[config.mk]
export PLATFORM = sky130hd
export DESIGN_NAME = divider_timer_with_reload
export DESIGN_NICKNAME = d
export VERILOG_FILES = /design/src/hw/rtl/dtr_pkg.sv /design/src/hw/rtl/dtr_ctrl.sv /design/src/hw/rtl/dtr_datapath.sv /design/src/hw/rtl/divider_timer_with_reload.sv
export SDC_FILE = /design/constraint.sdc
export NUM_CORES = 1
export LEC_CHECK = 0
export BUFFER_PORTS_ARGS = -buffer_cell sky130_fd_sc_hd__buf_2
export CORE_ASPECT_RATIO = 1.4
export CORE_MARGIN = 1.5
export CORE_UTILIZATION = 54
export DETAILED_ROUTE_END_ITERATION = 10
export MAX_ROUTING_LAYER = met4
export PLACE_DENSITY_LB_ADDON = 0.05
export SLEW_MARGIN = 40
export SYNTH_ARGS = -nofsm -noshare
export SYNTH_HDL_FRONTEND = slang
export SYNTH_SLANG_ARGS = --single-unit
[constraint.sdc]
create_clock -name clk -period 2.18 [get_ports clk]
set_clock_uncertainty 0.15 [all_clocks]
set_input_delay 0 -clock clk [delete_from_list [all_inputs] [get_ports clk]]
set_output_delay 0 -clock clk [all_outputs]
set_load 0.02 [all_outputs]
[src/hw/rtl/dtr_pkg.sv]
`timescale 1ns / 1ps

package dtr_pkg;

  localparam int SUM_W = 11;

  localparam logic [1:0] KIND_TICK  = 2'd0;
  localparam logic [1:0] KIND_WRITE = 2'd1;
  localparam logic [1:0] KIND_READ  = 2'd2;

  localparam logic [3:0] OFF_DIV  = 4'd4;
  localparam logic [3:0] OFF_TIMA = 4'd5;
  localparam logic [3:0] OFF_TMA  = 4'd6;
  localparam logic [3:0] OFF_TAC  = 4'd7;
  localparam logic [3:0] OFF_IF   = 4'd15;

  localparam logic [7:0] TIMER_FLAG = 8'h04;
  localparam logic [7:0] UNMAPPED   = 8'hFF;
  localparam logic [7:0] TIMA_TOP   = 8'hFF;

  typedef struct packed {
    logic [1:0] kind;
    logic [7:0] cycles;
    logic [3:0] reg_offset;
    logic [7:0] write_value;
  } req_item_t;

  typedef struct packed {
    logic [7:0] read_data;
    logic [7:0] interrupt_flags;
  } rsp_item_t;

  typedef struct packed {
    logic accept;
    logic step;
    logic load;
  } dtr_cmd_t;

  typedef struct packed {
    logic req_tick;
    logic div_busy;
    logic tim_busy;
  } dtr_sts_t;

  function automatic logic [SUM_W-1:0] timer_period(input logic [1:0] sel);
    logic [SUM_W-1:0] p;
    case (sel)
      2'd0:    p = SUM_W'(1024);
      2'd1:    p = SUM_W'(16);
      2'd2:    p = SUM_W'(64);
      default: p = SUM_W'(256);
    endcase
    return p;
  endfunction

endpackage

[src/hw/rtl/dtr_ctrl.sv]
`timescale 1ns / 1ps

module dtr_ctrl
  import dtr_pkg::*;
(
  input  logic     clk,
  input  logic     rst,
  input  logic     req_valid,
  output logic     req_stall,
  output logic     rsp_valid,
  input  logic     rsp_stall,
  input  dtr_sts_t sts,
  output dtr_cmd_t cmd
);

  typedef enum logic [2:0] {
    ST_IDLE   = 3'b001,
    ST_STEP   = 3'b010,
    ST_FINISH = 3'b100
  } state_t;

  state_t state, state_next;

  always_comb begin
    cmd        = '0;
    state_next = state;
    case (state)
      ST_IDLE: begin
        if (req_valid) begin
          cmd.accept = 1'b1;
          state_next = sts.req_tick ? ST_STEP : ST_FINISH;
        end
      end
      ST_STEP: begin
        cmd.step = 1'b1;
        if (!sts.div_busy && !sts.tim_busy) begin
          state_next = ST_FINISH;
        end
      end
      ST_FINISH: begin
        if (!rsp_valid || !rsp_stall) begin
          cmd.load   = 1'b1;
          state_next = ST_IDLE;
        end
      end
      default: state_next = ST_IDLE;
    endcase
  end

  assign req_stall = (state != ST_IDLE);

  always_ff @(posedge clk) begin
    if (rst) begin
      state     <= ST_IDLE;
      rsp_valid <= 1'b0;
    end else begin
      state <= state_next;
      if (cmd.load) begin
        rsp_valid <= 1'b1;
      end else if (!rsp_stall) begin
        rsp_valid <= 1'b0;
      end
    end
  end

endmodule

[src/hw/rtl/dtr_datapath.sv]
`timescale 1ns / 1ps

module dtr_datapath
  import dtr_pkg::*;
#(
  parameter int DIV_PERIOD = 256
) (
  input  logic      clk,
  input  logic      rst,
  input  req_item_t req,
  input  dtr_cmd_t  cmd,
  output dtr_sts_t  sts,
  output rsp_item_t rsp
);

  localparam int LW = (DIV_PERIOD > 1) ? $clog2(DIV_PERIOD) : 1;
  localparam logic [SUM_W-1:0] DIV_D = SUM_W'(DIV_PERIOD);
  localparam int SH = SUM_W + $clog2(DIV_PERIOD);
  localparam int MW = SUM_W + 2;
  localparam int PW = SH + SUM_W;
  localparam logic [MW-1:0] RECIP = MW'(((1 << SH) + DIV_PERIOD - 1) / DIV_PERIOD);

  logic [7:0]       div_cnt;
  logic [LW-1:0]    div_left;
  logic [7:0]       tim_cnt;
  logic [9:0]       tim_left;
  logic [7:0]       tma;
  logic [7:0]       tac;
  logic [7:0]       flags;
  logic [7:0]       rd;
  logic             div_busy;
  logic             tim_busy;
  logic             div_ph;
  logic [SUM_W-1:0] dsum;
  logic [SUM_W-1:0] dq;
  logic [SUM_W-1:0] tsum;

  logic [PW-1:0]    prod;
  logic [SUM_W-1:0] q_calc;
  logic [SUM_W-1:0] rem_calc;
  logic [SUM_W-1:0] period;
  logic [7:0]       rd_mux;

  // quotient by reciprocal multiply, remainder on the following step
  assign prod     = PW'(dsum) * PW'(RECIP);
  assign q_calc   = prod[PW-1:SH];
  assign rem_calc = dsum - dq * DIV_D;
  assign period   = timer_period(tac[1:0]);

  always_comb begin
    case (req.reg_offset)
      OFF_DIV:  rd_mux = div_cnt;
      OFF_TIMA: rd_mux = tim_cnt;
      OFF_TMA:  rd_mux = tma;
      OFF_TAC:  rd_mux = tac;
      OFF_IF:   rd_mux = flags;
      default:  rd_mux = UNMAPPED;
    endcase
  end

  assign sts.req_tick = (req.kind == KIND_TICK);
  assign sts.div_busy = div_busy;
  assign sts.tim_busy = tim_busy;

  always_ff @(posedge clk) begin
    if (rst) begin
      div_cnt  <= '0;
      div_left <= '0;
      tim_cnt  <= '0;
      tim_left <= '0;
      tma      <= '0;
      tac      <= '0;
      flags    <= '0;
      div_busy <= 1'b0;
      tim_busy <= 1'b0;
      div_ph   <= 1'b0;
    end else begin
      if (cmd.accept) begin
        rd <= (req.kind == KIND_READ) ? rd_mux : UNMAPPED;
        case (req.kind)
          KIND_TICK: begin
            dsum     <= SUM_W'(req.cycles) + SUM_W'(div_left);
            div_ph   <= 1'b0;
            tsum     <= SUM_W'(req.cycles) + SUM_W'(tim_left);
            div_busy <= 1'b1;
            tim_busy <= 1'b1;
          end
          KIND_WRITE: begin
            case (req.reg_offset)
              OFF_DIV:  div_cnt <= '0;
              OFF_TIMA: tim_cnt <= req.write_value;
              OFF_TMA:  tma     <= req.write_value;
              OFF_TAC:  tac     <= req.write_value;
              OFF_IF:   flags   <= req.write_value;
              default:  ;
            endcase
          end
          default: ;
        endcase
      end
      if (cmd.step && div_busy) begin
        if (!div_ph) begin
          dq     <= q_calc;
          div_ph <= 1'b1;
        end else begin
          div_busy <= 1'b0;
          div_cnt  <= div_cnt + dq[7:0];
          div_left <= rem_calc[LW-1:0];
        end
      end
      if (cmd.step && tim_busy) begin
        if (tsum >= period) begin
          tsum <= tsum - period;
          if (tim_cnt == TIMA_TOP) begin
            flags   <= flags | TIMER_FLAG;
            tim_cnt <= tma;
          end else begin
            tim_cnt <= tim_cnt + 8'd1;
          end
        end else begin
          tim_busy <= 1'b0;
          tim_left <= tsum[9:0];
        end
      end
    end
  end

  always_ff @(posedge clk) begin
    if (cmd.load) begin
      rsp.read_data       <= rd;
      rsp.interrupt_flags <= flags;
    end
  end

endmodule

[src/hw/rtl/divider_timer_with_reload.sv]
`timescale 1ns / 1ps

// Timer peripheral: free-running divider plus a reloading counter that sets
// bit 2 of the interrupt flags on overflow. One item in, one item out. A
// tick causes n counter steps (at most 79): the divider quotient comes
// from a reciprocal multiply and the remainder in the next cycle, while
// the counter advances one step per cycle alongside. One item is in work
// at a time; the result sits in an output register, so a waiting result
// holds off only the finish of the following item.
module divider_timer_with_reload
  import dtr_pkg::*;
#(
  parameter int DIV_PERIOD = 256
) (
  input  logic      clk,
  input  logic      rst,
  input  logic      req_valid,
  output logic      req_stall,
  input  req_item_t req,
  output logic      rsp_valid,
  input  logic      rsp_stall,
  output rsp_item_t rsp
);

  dtr_cmd_t cmd;
  dtr_sts_t sts;

  dtr_ctrl u_ctrl (
    .clk       (clk),
    .rst       (rst),
    .req_valid (req_valid),
    .req_stall (req_stall),
    .rsp_valid (rsp_valid),
    .rsp_stall (rsp_stall),
    .sts       (sts),
    .cmd       (cmd)
  );

  dtr_datapath #(
    .DIV_PERIOD (DIV_PERIOD)
  ) u_datapath (
    .clk (clk),
    .rst (rst),
    .req (req),
    .cmd (cmd),
    .sts (sts),
    .rsp (rsp)
  );

  a_busy_after_accept: assert property (@(posedge clk) disable iff (rst)
    (req_valid && !req_stall) |=> req_stall)
    else $error("accepted item did not make the block busy");

  a_tick_starts_units: assert property (@(posedge clk) disable iff (rst)
    (req_valid && !req_stall && req.kind == KIND_TICK) |=> (sts.div_busy && sts.tim_busy))
    else $error("tick did not start divider and counter");

  a_cmd_exclusive: assert property (@(posedge clk) disable iff (rst)
    $onehot0({cmd.accept, cmd.step, cmd.load}))
    else $error("controller issued overlapping commands");

  a_load_when_idle_units: assert property (@(posedge clk) disable iff (rst)
    cmd.load |-> (!sts.div_busy && !sts.tim_busy))
    else $error("result loaded while a unit was still busy");

endmodule

Word-level counts from Yosys, hierarchy flattened
Cells that the tools add are included.

Bitwise operators: 3. Muxes and demuxes: 47. $lt $le $gt $ge: 1. Add/subtract/negate cells: 6. Reductions and logical operators: 18. Equal/unequal tests: 19. Shifts and indexed selects: 0. Multipliers: 0. Div/mod/pow operators: 0.

Operators by type and width (number): $mux W8 (17); $mux W11 (4); $pmux W8 S5 (1); $pmux W11 S3 (1); $mux W1 (19); $eq A4 B3 Y1 const B (4); $reduce_and A3 Y1 (5); $mux W3 (4); $add A8 B10 Y11 (1); $ge A11 B11 Y1 (1); $sub A11 B11 Y11 (1); $add A8 B8 Y9 (1); $pmux W3 S3 (1); $add A8 B1 Y8 (1); $add A8 B1 Y8 const B (1); $eq A8 B8 Y1 const B (1); $sub A8 B1 Y8 const B (1); $ne A2 B1 Y1 const B (3); $reduce_and A2 Y1 (3); $eq A2 B1 Y1 const B (2); $eq A2 B2 Y1 const B (2); $eq A4 B4 Y1 const B (1); $logic_not A1 Y1 (4); $logic_not A2 Y1 (2); 9 further kinds (13).

Bits in writable memories: 0. Output and inout port bits: 18. Memories: 0. Bits in read-only memories: 0. Register bits after elaboration: 110. Bits in latches: 0.

Logic depth before layout (Yosys ltp)
Gate-level depths: netlist of the first run.

Depth in word-level cells: 7. Mapped depth: 10. Gate-level depth less buffers: 9.

By module
Synthesis of the first run repeated with hierarchy kept, for this count alone.

Cells, all modules: 571. Area, all modules: 5661.7 µm².

By module, submodules not included: dtr_datapath (area each 5430.2 µm², instances 1, cells each 544); dtr_ctrl (area each 231.5 µm², instances 1, cells each 27).

Worst setup path after synthesis of the first run
No wires, ideal clock.

Path type: reg2reg. Start point: register u_datapath.tac[0] (netlist name). End point: register u_datapath.tsum[0], enable pin. Period minus slack after synthesis: 2.408 ns. Setup slack: -0.228 ns. Buffers on the path: 2. Library setup time: 0.329 ns. Cell stages (with the launch flop): 9. Arrival: 1.929 ns. Cells stage by stage: dfxtp_1 > nand2b_1 > ha_1 > a211oi_2 > a21oi_1 > or2_2 > clkbuf_1 > buf_2 > nor2_1.

RTL lines: end signal, assigned (RTL line dtr_datapath.sv:84) `tsum <= SUM_W'(req.cycles) + SUM_W'(tim_left);`; end signal, assigned (RTL line dtr_datapath.sv:113) `tsum <= tsum - period;`; end, declared (RTL line dtr_datapath.sv:36) `logic [SUM_W-1:0] tsum;`.

Worst setup path after layout of the first run
Start point: register u_datapath.tac[0]. End point: register u_datapath.tsum[9], data pin.

Longest elaborated chain between the ends: 5.

Ends and longest elaborated chain: start, declared (RTL line dtr_datapath.sv:28) `logic [7:0] tac;`; start signal, assigned (RTL line dtr_datapath.sv:93) `OFF_TAC: tac <= req.write_value;`; $eq A2 B2 Y1 (tied with other cells) (RTL line dtr_pkg.sv:47) `case (sel)`; $pmux W11 S3 (*) (RTL line dtr_pkg.sv:47); $sub A11 B11 Y11 or $ge A11 B11 Y1 (tied branches) (RTL line dtr_datapath.sv:113, dtr_datapath.sv:112); $mux W11 (*) (RTL line dtr_datapath.sv:112) `if (tsum >= period) begin`; $mux W11 (*) (RTL line dtr_datapath.sv:111) `if (cmd.step && tim_busy) begin`.

Mark *: on every way between the ends. The rest lies on a longest branch, timed or not. A chain may end at the register's enable or synchronous reset.

==> impl_metrics.py, run 1 <==
metrics = {
    "worst_setup_path": {
        "path_buf_inv": 1,
        "cp_cell_sequence": "buf_4 -> or2_4 -> ha_4 -> o21ai_1 -> a21oi_2 -> nor2_4 -> or4_1 -> o211ai_1",
        "arrival_ns": 2.30,
        "critPathTopFamily": "simple AND/OR/NAND/NOR gates",
        "cp-end-kind": "flip-flop",
        "path_class": "reg2reg",
        "critPathMaxStageDelay_ns": 0.41,
        "critPathSlowestCell": "or4_1",
        "start_kind": "flip-flop",
        "worstPathRequired_ns": 2.22,
        "cp_max_fo": 5,
    },
    "synth": {
        "synth_nets": 632,
        "ys_warn_count": 0,
        "synth_area_sq_mm": 0.00548,
        "synth-seq-cells": 110,
        "synth_area_leaders": "edfxtp_1 25%, dfxtp_1 24%, nand2_1 7.4%",
        "ys_seq_area_share_pct": 48.4,
        "synth_cells": 580,
        "synth_ff_type": "dfxtp_1",
        "synth_top_area_share_pct": 24.6,
        "syn_avg_cell_area_sq_um": 9.46,
        "synth.distinct_cells": 56,
        "yosys.area.top_type": "edfxtp_1",
        "synthMostInstantiatedCell": "nand2_1",
        "synth_common_cells": "108 x nand2_1, 65 x dfxtp_1, 56 x a21oi_1, 50 x nand3_1, 45 x edfxtp_1",
        "async_flop_share_pct": 0,
        "synth-edff-count": 45,
    },
    "cts": {
        "clockBufferDepth": 2,
        "cts_buffers": 9,
        "insertion_delay_ns": 0.35,
        "clk_pin_slew_ns": 0.07,
        "cts_root_buf": "clkbuf_16",
        "cts_sinks": 110,
        "cts_tree": "yes",
        "htreeDepth": 3,
    },
    "flow_run": {
        "drv_cap": 0,
    },
    "floorplanning": {
        "num_io_pins": 44,
        "die-area_sq_mm": 0.0108,
        "die-width_microns": 88.2,
        "initial_core_util_pct": 55.4,
        "num_rows": 43,
        "core_sq_mm": 0.00990,
        "die_y_microns": 122,
    },
    "sta": {
        "finalCritPeriodShare_pct": 104,
        "max_slew_margin_pct": 55.3,
        "setup_ws_ns": -0.0824,
        "slew_violations": 0,
        "max_freq_ghz": 0.442,
        "tightestPinTransition_ns": 0.670,
        "rsz0062_at_grt": "yes",
        "finalHoldWorstSlack_ns": -0.0112,
        "hold_viol": 1,
        "final-setup-viol-count": 12,
        "fin_crit_ns": 2.26,
    },
    "global_route": {
        "overflow": 0,
        "grt_pass1_wl_microns": 22400,
        "antenna_found_initial": 0,
        "grt_start_max_net_pins": 58,
        "grt_pass1_vias": 4632,
        "grt_usage_pct": 28.1,
    },
    "cells_and_area": {
        "stdcell_area_sq_mm": 0.00679,
        "layout-area-overhead-vs-synth_pct": 23.8,
        "nets": 724,
        "utilization_pct": 68.6,
        "drive_gt1_share_pct": 23.6,
        "nFillCells": 834,
        "regArea_sq_mm": 0.00266,
        "multi_input_area_sq_mm": 0.00289,
        "antenna_cells": 0,
    },
    "power_and_ir_drop": {
        "powerDensity_mw_per_mm2": 615,
        "switching_share_pct": 23.0,
        "pwr-share-seq_pct": 52.9,
        "irDropWorstVdd_uv": 435,
        "intPower_uw": 3210,
        "p_clk_share_pct": 38.7,
        "power.net_switching_uw": 960,
        "leakage_uw": 0.00248,
        "power.share.combinational_pct": 8.4,
    },
    "drt": {
        "drt-total-wl_microns": 14300,
        "drtIter0Drc": 244,
        "drtPass1Iterations": 7,
        "post-route-drc-count": 0,
        "vias": 4797,
        "ant_nets": 0,
        "wl_per_cell_microns": 17.6,
        "vias_per_cell": 5.91,
    },
    "hold_path": {
        "hold_path.class": "in2reg",
    },
    "placement": {
        "gp_congestion": 0.856,
        "place_ws_ns": -0.172,
        "dp_hpwl_microns": 10200,
        "dpl-instance-area_sq_mm": 0.00610,
        "port_buffers": 43,
    },
    "status": {
        "violations": "negative hold slack, negative setup slack",
        "status": "complete, but fails checks",
    },
}
## worst paths after layout
check / endpoint / cells after the start / slack, ns / start
hold / removal: u_ctrl.state[0] / 5 / -0.01 / req_valid
hold reg to reg: u_datapath.rsp[13] / 0 / 0.27 / u_datapath.rd[5]
setup / recovery: u_datapath.tsum[9] / 8 / -0.08 / u_datapath.tac[0]
setup reg to reg: u_datapath.tsum[9] / 8 / -0.08 / u_datapath.tac[0]
## per-layer routing
metal  up-vias  part of all wire, %  wire [microns]  global-route usage (%)
li1       2307                    -               -                       -
met5         -                    0               0                       -
met1      2294                   38            5410                    30.3
met4         0                  4.4             627                    14.1
met3        44                  4.1             591                    3.97
met2       152                   54            7630                    49.6
## sequential cells by signal (all words and copies together) (netlist names), 9 cells and up
signal,cells
u_datapath.tsum,11
u_datapath.dsum,9
u_datapath.tim_left,10
u_datapath.rsp,16
## tightest hold or removal path: cells and delay by family
family	cells	cell delay [ns]
buffers and inverters	2	0.24
AND/OR/NAND/NOR	3	0.21
## layout by cell type (no fill, tap or decap), drive strengths merged, types with 5 or more instances in the layout
cell type / n
dfxtp: 65
nor2: 33
xor2: 5
a311oi: 10
nand2: 108
o211ai: 5
o21ai: 14
nor2b: 5
a222oi: 8
inv: 13
ha: 24
a211oi: 10
buf: 93
nor3: 12
a22oi: 10
edfxtp: 45
a21oi: 56
nand3: 50
dlygate4sd3: 14
nand2b: 5
mux2i: 14
xnor2: 13
or2: 7
clkbuf: 10
## area by class of cell
| cell class | count | area share, % |
|---|---|---|
| Multi-Input combinational cell | 432 | 42.5 |
| Clock inverter | 6 | 0.884 |
| Timing Repair Buffer | 107 | 10.9 |
| Tap cell | 135 | 2.49 |
| Sequential cell | 110 | 39.2 |
| Clock buffer | 10 | 3.37 |
| Inverter | 12 | 0.663 |
## logic make-up (layout without fill, tap and decap cells)
kind of cell / Yosys count / count (layout) / share of synthesized area, %
xor+xnor: 18 / 18 / 2.87
buf+inv: 39 / 135 / 3.01
flops: 110 / 110 / 48.4
simple gates: 241 / 242 / 20.9
fa+ha+maj: 26 / 26 / 6.21
compound gates: 130 / 130 / 15.6
mux: 16 / 16 / 2.97
## power by group through the flow
stage	logic, uW	registers [uW]	clock network [uW]
final	350	2210	1620
after global routing	383	2210	1730
after CTS	330	2200	1640
after detailed placement	304	2250	0
after global placement	298	2250	0
after floorplan	175	2250	0
## repair_timing
action / in CTS / in global routing
buffers inserted: 3 / 7
resized for setup: 12 / 32
setup endpoints to repair: 26 / 43
hold buffers: 14 / 0
pin swaps: 12 / 14
endpoints found under the hold margin: 39 / 0
gates cloned: 0 / 2
## metrics by stage
| step | power, uW | setup TNS, ns | instances |
|---|---|---|---|
| final | 4170 | -0.364 | 812 |
| after global routing | 4320 | -2.45 | 812 |
| after CTS | 4170 | -1.56 | 803 |
| after detailed placement | 2560 | -1.94 | 770 |
| after global placement | 2550 | -0.355 | 770 |
| after floorplan | 2420 | 0 | 580 |
No activity file was read; power rests on OpenSTA's default activity.
==> run 2: changes to the inputs <==
--- a/config.mk
+++ b/config.mk
@@ -7,7 +7,7 @@
 export LEC_CHECK = 0
 export BUFFER_PORTS_ARGS = -buffer_cell sky130_fd_sc_hd__buf_2
 export CORE_ASPECT_RATIO = 1.4
-export CORE_MARGIN = 1.5
+export CORE_MARGIN = 3
 export CORE_UTILIZATION = 54
 export DETAILED_ROUTE_END_ITERATION = 10
 export MAX_ROUTING_LAYER = met4
==> run 2 against run 1 <==
The run still ends with negative hold slack, negative setup slack left. Final cell count down 0.12%. Sequential share of layout area up 0.051 points. Count of clock-buffer cells in the layout is the same. Worst hold slack lost 0.0084 ns. Via count decreased by 1.5%. Critical path type unchanged.
==> impl_metrics.py, run 2 (synthesis results as in run 1) <==
metrics = {
    "global_route": {
        "grt_pass1_wl_microns": 22400,
        "grt_pass1_vias": 4685,
        "antenna_found_initial": 0,
        "grt_start_max_net_pins": 34,
        "grt_usage_pct": 25.5,
        "overflow": 0,
    },
    "floorplanning": {
        "num_rows": 42,
        "core_sq_mm": 0.00967,
        "num_io_pins": 44,
        "initial_core_util_pct": 56.7,
        "die-width_microns": 91.2,
        "die-area_sq_mm": 0.0114,
        "die_y_microns": 125,
    },
    "drt": {
        "post-route-drc-count": 0,
        "drtIter0Drc": 289,
        "drtPass1Iterations": 5,
        "drt-total-wl_microns": 14000,
        "ant_nets": 0,
        "wl_per_cell_microns": 17.2,
        "vias_per_cell": 5.83,
        "vias": 4726,
    },
    "cells_and_area": {
        "layout-area-overhead-vs-synth_pct": 23.8,
        "largest_register_ffs": 16,
        "final_common_cell": "nand2_1",
        "nets": 726,
        "drive_gt1_share_pct": 23.7,
        "utilization_pct": 70.2,
        "reg_top3": "u_datapath.rsp (16), u_datapath.tsum (11), u_datapath.tim_left (10)",
        "final_cell_mix": "108 x nand2_1, 59 x dfxtp_1, 52 x a21oi_1",
        "top_register": "u_datapath.rsp",
        "antenna_cells": 0,
    },
    "power_and_ir_drop": {
        "power.net_switching_uw": 977,
        "p_clk_share_pct": 37.4,
        "intPower_uw": 3110,
        "leakage_uw": 0.00248,
        "switching_share_pct": 23.9,
        "power.share.combinational_pct": 8.5,
        "pwr-share-seq_pct": 54.1,
        "powerDensity_mw_per_mm2": 602,
        "irDropWorstVdd_uv": 430,
    },
    "worst_setup_path": {
        "critPathSlowestCell": "edfxtp_1",
        "cp-end-kind": "flip-flop",
        "cp_max_fo": 6,
        "critPathMaxStageDelay_ns": 0.45,
        "path_class": "reg2reg",
        "cp_cell_sequence": "ha_4 -> a211oi_4 -> nand2_1 -> a211o_1 -> a211oi_4 -> buf_6 -> buf_12 -> mux2i_2",
        "crit_top_cell": "a211oi_4",
        "worst-r2r-cell-count": 8,
        "arrival_ns": 2.48,
        "start_kind": "flip-flop",
        "worstPathRequired_ns": 2.30,
    },
    "placement": {
        "port_buffers": 43,
        "dp_hpwl_microns": 10000,
        "gp_congestion": 0.885,
        "place_ws_ns": -0.120,
    },
    "cts": {
        "clockBufferDepth": 2,
        "insertion_delay_ns": 0.35,
        "htreeDepth": 3,
        "cts_sinks": 110,
        "clk_pin_slew_ns": 0.07,
        "cts_root_buf": "clkbuf_16",
        "cts_buffers": 9,
        "cts_tree": "yes",
    },
    "status": {
        "violations": "negative hold slack, negative setup slack",
        "status": "complete, but fails checks",
    },
    "sta": {
        "max_freq_ghz": 0.424,
        "max_slew_margin_pct": 59.6,
        "finalCritPeriodShare_pct": 108,
        "tightestPinTransition_ns": 0.604,
        "slew_violations": 0,
        "finalHoldWorstSlack_ns": -0.0196,
        "setup_ws_ns": -0.177,
        "fin_crit_ns": 2.36,
        "rsz0062_at_grt": "yes",
        "hold_viol": 1,
        "final-setup-viol-count": 15,
    },
    "hold_path": {
        "hold_depth": 5,
        "hold_path.class": "in2reg",
    },
    "flow_run": {
        "drv_cap": 0,
    },
}
-- run 2: cell types whose count changed in the layout (fill, tap and decap cells not counted), sizes merged --
cell | before | now
bufinv | 1 | 0
or2 | 7 | 6
buf | 93 | 96
clkinvlp | 1 | 2
-- run 2: worst paths after layout --
check | start | to | slack, ns
max | u_datapath.tsum[6] | u_datapath.tim_left[0] | -0.18
max reg2reg | u_datapath.tsum[6] | u_datapath.tim_left[0] | -0.18
min | req_valid | u_ctrl.state[0] | -0.02
min reg2reg | u_datapath.rd[1] | u_datapath.rsp[9] | 0.27
-- run 2: final cells by class --
cell class | instances | area [sq um]
clock inverters | 6 | 47.5
inverters | 12 | 45.0
fillers | 805 | 2880
repair buffers | 110 | 791
multi-input cells | 431 | 2850
flip-flops and latches | 110 | 2660
well taps | 132 | 165
clock buffers | 10 | 229
-- run 2: power by group through the flow --
stage | sequential (uW) | clock, uW | combinational [uW]
floorplan | 2250 | 0 | 175
global placement | 2250 | 0 | 301
detailed placement | 2250 | 0 | 306
CTS | 2210 | 1560 | 335
global route | 2210 | 1640 | 380
finish | 2210 | 1530 | 347
-- run 2: repair_timing --
action                     4_1_cts  5_1_grt
gates cloned                     1        1
buffers inserted                 6        5
pin swaps                       12        9
resized for setup               12       24
hold buffers                    14        0
hold endpoints to repair        52        0
setup endpoints to repair       26       35
-- run 2: critical path, delay by kind of cell, from the launching register on --
family	cells	cell delay, ns
and+or+nand+nor	1	0.08
AOI/OAI and AO/OA	3	0.82
muxes	1	0.20
buffers and inverters	2	0.29
DFF	1	0.45
adders and majority gates	1	0.28
-- run 2: per-stage QoR --
stage          TNS, ns  cell area (sq um)  total power [uW]  instances
2_1_floorplan        0               5560              2420        580
3_3_place_gp    -0.213               6120              2550        768
3_5_place_dp     -1.35               6120              2560        768
4_1_cts          -1.17               6660              4100        805
5_1_grt          -4.08               6790              4230        811
6_report         -1.64               6790              4080        811
-- run 2: routing by layer --
layer	global-route usage (%)	part of all wire (%)	vias up
li1	-	-	2305
met1	27.1	39	2238
met2	45.6	53	149
met3	2.52	4.0	34
met4	14.5	4.3	0
met5	-	0	-
